$ cat src/rtl/lcnk_pkg.sv
// Package for the loop closure nearest key frame block.
// Shared widths, reset values, register and status codes, controller states
// and the command and status bundles between controller and datapath.
package lcnk_pkg;

    // Default history depth and fixed field widths
    localparam int unsigned MAX_FRAMES_DEF = 1024;
    localparam int unsigned POS_W          = 32;
    localparam int unsigned ABS_W          = 33;
    localparam int unsigned SUM_W          = 34;
    localparam int unsigned DIST_W         = 36;
    localparam int unsigned SKIP_W         = 20;
    localparam int unsigned LIMIT_W        = 19;
    localparam int unsigned STEP_W         = 16;
    localparam int unsigned GAP_W          = 10;
    localparam int unsigned AREA_W         = 32;
    localparam int unsigned IDX_OUT_W      = 10;
    localparam int unsigned STATUS_W       = 3;
    localparam int unsigned CFG_IDX_W      = 2;
    localparam int unsigned CFG_DATA_W     = 32;

    // Best distance before a scan: 1000000 m in Q16.16
    localparam logic [DIST_W-1:0] START_DIST = 36'd65536000000;

    // Register reset values
    localparam logic [STEP_W-1:0] LOOP_STEP_RST   = 16'd5;
    localparam logic [GAP_W-1:0]  MIN_GAP_RST     = 10'd100;
    localparam logic [AREA_W-1:0] DETECT_AREA_RST = 32'd655360;

    // Configuration register indexes
    typedef enum logic [CFG_IDX_W-1:0] {
        REG_LOOP_STEP   = 2'd0,
        REG_MIN_GAP     = 2'd1,
        REG_DETECT_AREA = 2'd2
    } t_reg_idx;

    // Result status codes
    typedef enum logic [STATUS_W-1:0] {
        ST_SKIPPED  = 3'd0,
        ST_FEW      = 3'd1,
        ST_NO_MATCH = 3'd2,
        ST_MATCH    = 3'd3,
        ST_OVERFLOW = 3'd4
    } t_status;

    // Controller states
    typedef enum logic [2:0] {
        S_IDLE,
        S_DECIDE,
        S_SCAN,
        S_DRAIN,
        S_FINISH,
        S_RESULT
    } t_state;

    // Controller to datapath commands
    typedef struct packed {
        logic    take;          // input beat accepted
        logic    early;         // record a result without a search
        t_status early_status;
        logic    scan_start;    // init best distance and scan window
        logic    scan_step;     // read one stored frame
        logic    finish;        // evaluate match, update skip limit
        logic    out_load;      // move result into output register
    } t_cmd;

    // Datapath to controller status
    typedef struct packed {
        logic item_ovf;   // last item found the store full
        logic skip;       // skip counter below skip limit
        logic few;        // too few frames stored
        logic no_cand;    // fewer than two frames, nothing to scan
        logic scan_last;  // current read address is the last candidate
        logic pipe_busy;  // distance pipeline still holds reads
        logic out_free;   // output register can take a result
    } t_sts;

endpackage

$ cat src/rtl/lcnk_ctrl.sv
// Sequencer for the nearest key frame search: accept, decide, scan, drain,
// finish and hand off the result. Depends on lcnk_pkg.
module lcnk_ctrl (
    input  logic          i_clk,
    input  logic          i_rst_n,
    input  logic          i_in_valid,
    output logic          o_in_ready,
    input  lcnk_pkg::t_sts i_sts,
    output lcnk_pkg::t_cmd o_cmd
);

    lcnk_pkg::t_state r_state;
    lcnk_pkg::t_state n_state;

    // State register
    always_ff @(posedge i_clk) begin
        if (!i_rst_n) begin
            r_state <= lcnk_pkg::S_IDLE;
        end else begin
            r_state <= n_state;
        end
    end

    // Next state and commands
    always_comb begin
        n_state            = r_state;
        o_cmd              = '0;
        o_cmd.early_status = lcnk_pkg::ST_SKIPPED;
        o_in_ready         = 1'b0;
        case (r_state)
            lcnk_pkg::S_IDLE: begin
                o_in_ready = 1'b1;
                if (i_in_valid) begin
                    o_cmd.take = 1'b1;
                    n_state    = lcnk_pkg::S_DECIDE;
                end
            end
            lcnk_pkg::S_DECIDE: begin
                if (i_sts.item_ovf) begin
                    o_cmd.early        = 1'b1;
                    o_cmd.early_status = lcnk_pkg::ST_OVERFLOW;
                    n_state            = lcnk_pkg::S_RESULT;
                end else if (i_sts.skip) begin
                    o_cmd.early        = 1'b1;
                    o_cmd.early_status = lcnk_pkg::ST_SKIPPED;
                    n_state            = lcnk_pkg::S_RESULT;
                end else if (i_sts.few) begin
                    o_cmd.early        = 1'b1;
                    o_cmd.early_status = lcnk_pkg::ST_FEW;
                    n_state            = lcnk_pkg::S_RESULT;
                end else begin
                    o_cmd.scan_start = 1'b1;
                    n_state = i_sts.no_cand ? lcnk_pkg::S_FINISH : lcnk_pkg::S_SCAN;
                end
            end
            lcnk_pkg::S_SCAN: begin
                o_cmd.scan_step = 1'b1;
                if (i_sts.scan_last) begin
                    n_state = lcnk_pkg::S_DRAIN;
                end
            end
            lcnk_pkg::S_DRAIN: begin
                if (!i_sts.pipe_busy) begin
                    n_state = lcnk_pkg::S_FINISH;
                end
            end
            lcnk_pkg::S_FINISH: begin
                o_cmd.finish = 1'b1;
                n_state      = lcnk_pkg::S_RESULT;
            end
            lcnk_pkg::S_RESULT: begin
                if (i_sts.out_free) begin
                    o_cmd.out_load = 1'b1;
                    n_state        = lcnk_pkg::S_IDLE;
                end
            end
            default: begin
                n_state = lcnk_pkg::S_IDLE;
            end
        endcase
    end

    // Scan reads only follow a decision that started a scan
    a_scan_after_start: assert property (@(posedge i_clk) disable iff (!i_rst_n)
        (r_state == lcnk_pkg::S_SCAN && $past(r_state) == lcnk_pkg::S_DECIDE)
            |-> $past(o_cmd.scan_start))
        else $error("scan entered without scan start");

    // Finish never fires while distance reads are still in flight
    a_finish_drained: assert property (@(posedge i_clk) disable iff (!i_rst_n)
        o_cmd.finish |-> !i_sts.pipe_busy)
        else $error("finish with pipeline busy");

    // Every accepted beat is followed by a decision cycle
    a_take_decide: assert property (@(posedge i_clk) disable iff (!i_rst_n)
        o_cmd.take |=> r_state == lcnk_pkg::S_DECIDE)
        else $error("accepted beat not decided");

endmodule

$ cat config.mk
export PLATFORM = sky130hd
export DESIGN_NAME = lcnk_ctrl
export DESIGN_NICKNAME = d
export VERILOG_FILES = /design/src/rtl/lcnk_pkg.sv /design/src/rtl/lcnk_ctrl.sv
export SDC_FILE = /design/constraint.sdc
export NUM_CORES = 1
export LEC_CHECK = 0
export ABC_AREA = 1
export BUFFER_PORTS_ARGS = -buffer_cell sky130_fd_sc_hd__buf_2
export CAP_MARGIN = 20
export CORE_AREA = 2 2 39 41
export CTS_CLUSTER_DIAMETER = 120
export DETAILED_ROUTE_END_ITERATION = 16
export DIE_AREA = 0 0 41 43
export GPL_ROUTABILITY_DRIVEN = 0
export PLACE_DENSITY = 0.64
export SKIP_CTS_REPAIR_TIMING = 1
export SLEW_MARGIN = 20
export SYNTH_ARGS = -nofsm -noshare
export SYNTH_HDL_FRONTEND = slang
export SYNTH_SLANG_ARGS = --single-unit
$ cat constraint.sdc
create_clock -name i_clk -period 2.05 [get_ports i_clk]
set_input_delay 0.205 -clock i_clk [delete_from_list [all_inputs] [get_ports i_clk]]
set_output_delay 0.205 -clock i_clk [all_outputs]
set_load 0.05 [all_outputs]
==> impl_metrics.json <==
{
  "largest_register_ffs": 3,
  "power_switching_uw": 322,
  "synth_seq_cells": 3,
  "r2r_start": "r_state[0]",
  "path_clk_slew_ns": 0.04,
  "rsz0062_at_grt": "no",
  "drtIter0Drc": 5,
  "grt_pass1_vias": 381,
  "comb_power_share_pct": 62.6,
  "fin_crit_ns": 1.66,
  "cts_buffer_depth": 2,
  "vias": 433,
  "die_y_um": 43,
  "die_w_um": 41,
  "fp-row-count": 14,
  "reg_top3": "r_state: 3 flops",
  "area_growth_pct": 34.9,
  "dieArea_um2": 1760,
  "critPathKind": "flop to output pin",
  "dr.pass1.iters": 4,
  "dpl.hpwl_um": 690,
  "drt-total-wl_um": 846,
  "regMostFlops": "r_state",
  "slew_viol_final": 0,
  "clock.fmax_mhz": 604,
  "dpl_worst_slack_ns": 0.634,
  "post-place-cells": 94,
  "power_frac_clock_pct": 19.1,
  "vias_per_cell": 4.42,
  "track_usage_pct": 11.5,
  "hold_class": "primary input to flop",
  "initial_utilization_pct": 25.7,
  "finalHoldViolations": 0,
  "worstSkewPairLatency_ns": 0.24,
  "crit_arrival_ns": 1.45,
  "crit_path_start_kind": "flop",
  "root_buffer": "clkbuf_4",
  "overflow": 0,
  "ant_nets": 0,
  "layout_setup_ws_ns": 0.394,
  "max-cap-violations": 0,
  "post-route-util_pct": 34.6,
  "finClkSkew_ns": 0.0118,
  "outcome": "completed",
  "grt_pass1_wl_um": 1400,
  "drive_above_1_share_pct": 40.2,
  "p_leak_nw": 0.300,
  "swShare_pct": 57.5,
  "ir_drop_mv": 0.284,
  "min_path_cells": 3,
  "yosys_warnings": 0,
  "power.share.sequential_pct": 18.3,
  "io_pins": 20,
  "h-tree-depth": 1,
  "cts_sinks": 3,
  "grt_max_degree": 10,
  "synth.avg_cell_area_um2": 5.73,
  "hold_start": "i_rst_n",
  "yosysSeqAreaShare_pct": 16.9,
  "r2r_cells": 4,
  "synth_cell_type_count": 20,
  "worstPathRequired_ns": 1.85,
  "antenna_found_initial": 0,
  "diodes": 0,
  "netlist_area_um2": 355,
  "cts-buffers-inserted": 3,
  "drc": 0,
  "path_max_fanout": 9,
  "synthesis.nets": 72,
  "startpoint": "r_state[0]",
  "cp-end-kind": "output pin",
  "layoutNonFillerInstCount": 98,
  "num-nets-final": 93,
  "setup_viol": 0,
  "syn_inst": 62,
  "p_per_area_nw_per_um2": 1170,
  "core_um2": 1380,
  "intPower_uw": 239,
  "fin_crit_sh_pct": 80.8,
  "cts_tree": "done",
  "tns_ns": 0,
  "port_buffers": 18,
  "wl_per_cell_um": 8.63
}
worst max-delay path, stage by stage, from the launching register on:
cell     delay, ns
dfxtp_1       0.52
nand3_1       0.22
nor4_2        0.17
buf_2         0.30
cells in the final DEF (no fill, tap or decap):
cell / instances
nand4_1: 2
nand4_2: 1
nand3_2: 1
o21ai_2: 1
dfxtp_1: 3
clkbuf_1: 1
nand2_2: 1
nor2_2: 3
o21ai_0: 1
nand3_1: 7
conb_1: 1
nor4_2: 1
nand2_1: 9
nor2_4: 1
clkbuf_4: 3
a21oi_1: 2
inv_1: 12
buf_2: 18
inv_2: 2
a21oi_2: 1
nor2_1: 11
stage by stage:
stage / hold WS, ns / area (um^2) / power (mW)
after floorplan: 0.362 / 362 / 0.398
final: 0.219 / 479 / 0.561
after detailed placement: 0.468 / 453 / 0.454
after CTS: 0.222 / 479 / 0.563
after global placement: 0.465 / 453 / 0.448
after global routing: 0.247 / 479 / 0.599
metal layers:
layer | vias up | track usage (%) | share of wire (%)
met5 | - | 0 | 0
met4 | 0 | 6.00 | 0
met3 | 0 | 3.14 | 4.6
met2 | 11 | 17.8 | 50
met1 | 193 | 13.8 | 46
li1 | 229 | - | -
cells by family (layout without fill, tap and decap cells):
kind of cell / count (synthesis) / count (layout) / synth area share, %
DFF: 3 / 3 / 16.9
buffers and inverters: 16 / 36 / 20.1
and+or+nand+nor: 37 / 37 / 52.8
other: 1 / 1 / 1.06
AOI/OAI and AO/OA: 5 / 5 / 9.15
area by class of cell:
cell class	count	area [um^2]
clock buffer	4	26.3
fill	154	905
inverter	14	52.6
multi-input combinational	43	230
sequential	3	60.1
tap	16	20.0
timing repair buffer	18	90.1
final timing paths:
kind	endpoint	slack, ns
max	o_cmd[4]	0.39
min	r_state[0]	0.22
max reg2reg	r_state[1]	0.84
min reg2reg	r_state[2]	0.58
power by group through the flow:
stage / combinational (mW) / clock (mW) / sequential [mW]
5_1_grt: 0.381 / 0.113 / 0.104
4_1_cts: 0.353 / 0.107 / 0.102
6_report: 0.351 / 0.107 / 0.103
3_3_place_gp: 0.346 / 0 / 0.103
3_5_place_dp: 0.350 / 0 / 0.104
2_1_floorplan: 0.315 / 0 / 0.0834
cells in the mapped netlist (all sizes together):
cell	instances	share of area, %
nand3	8	13
dfxtp	3	17
inv	14	15
nor4	1	1.8
nand2	10	11
nand4	3	7.0
conb	1	1.1
nor2	15	20
a21oi	3	5.3
o21ai	2	3.9
buf	2	5.3
Power figures use the tool's default switching activity.
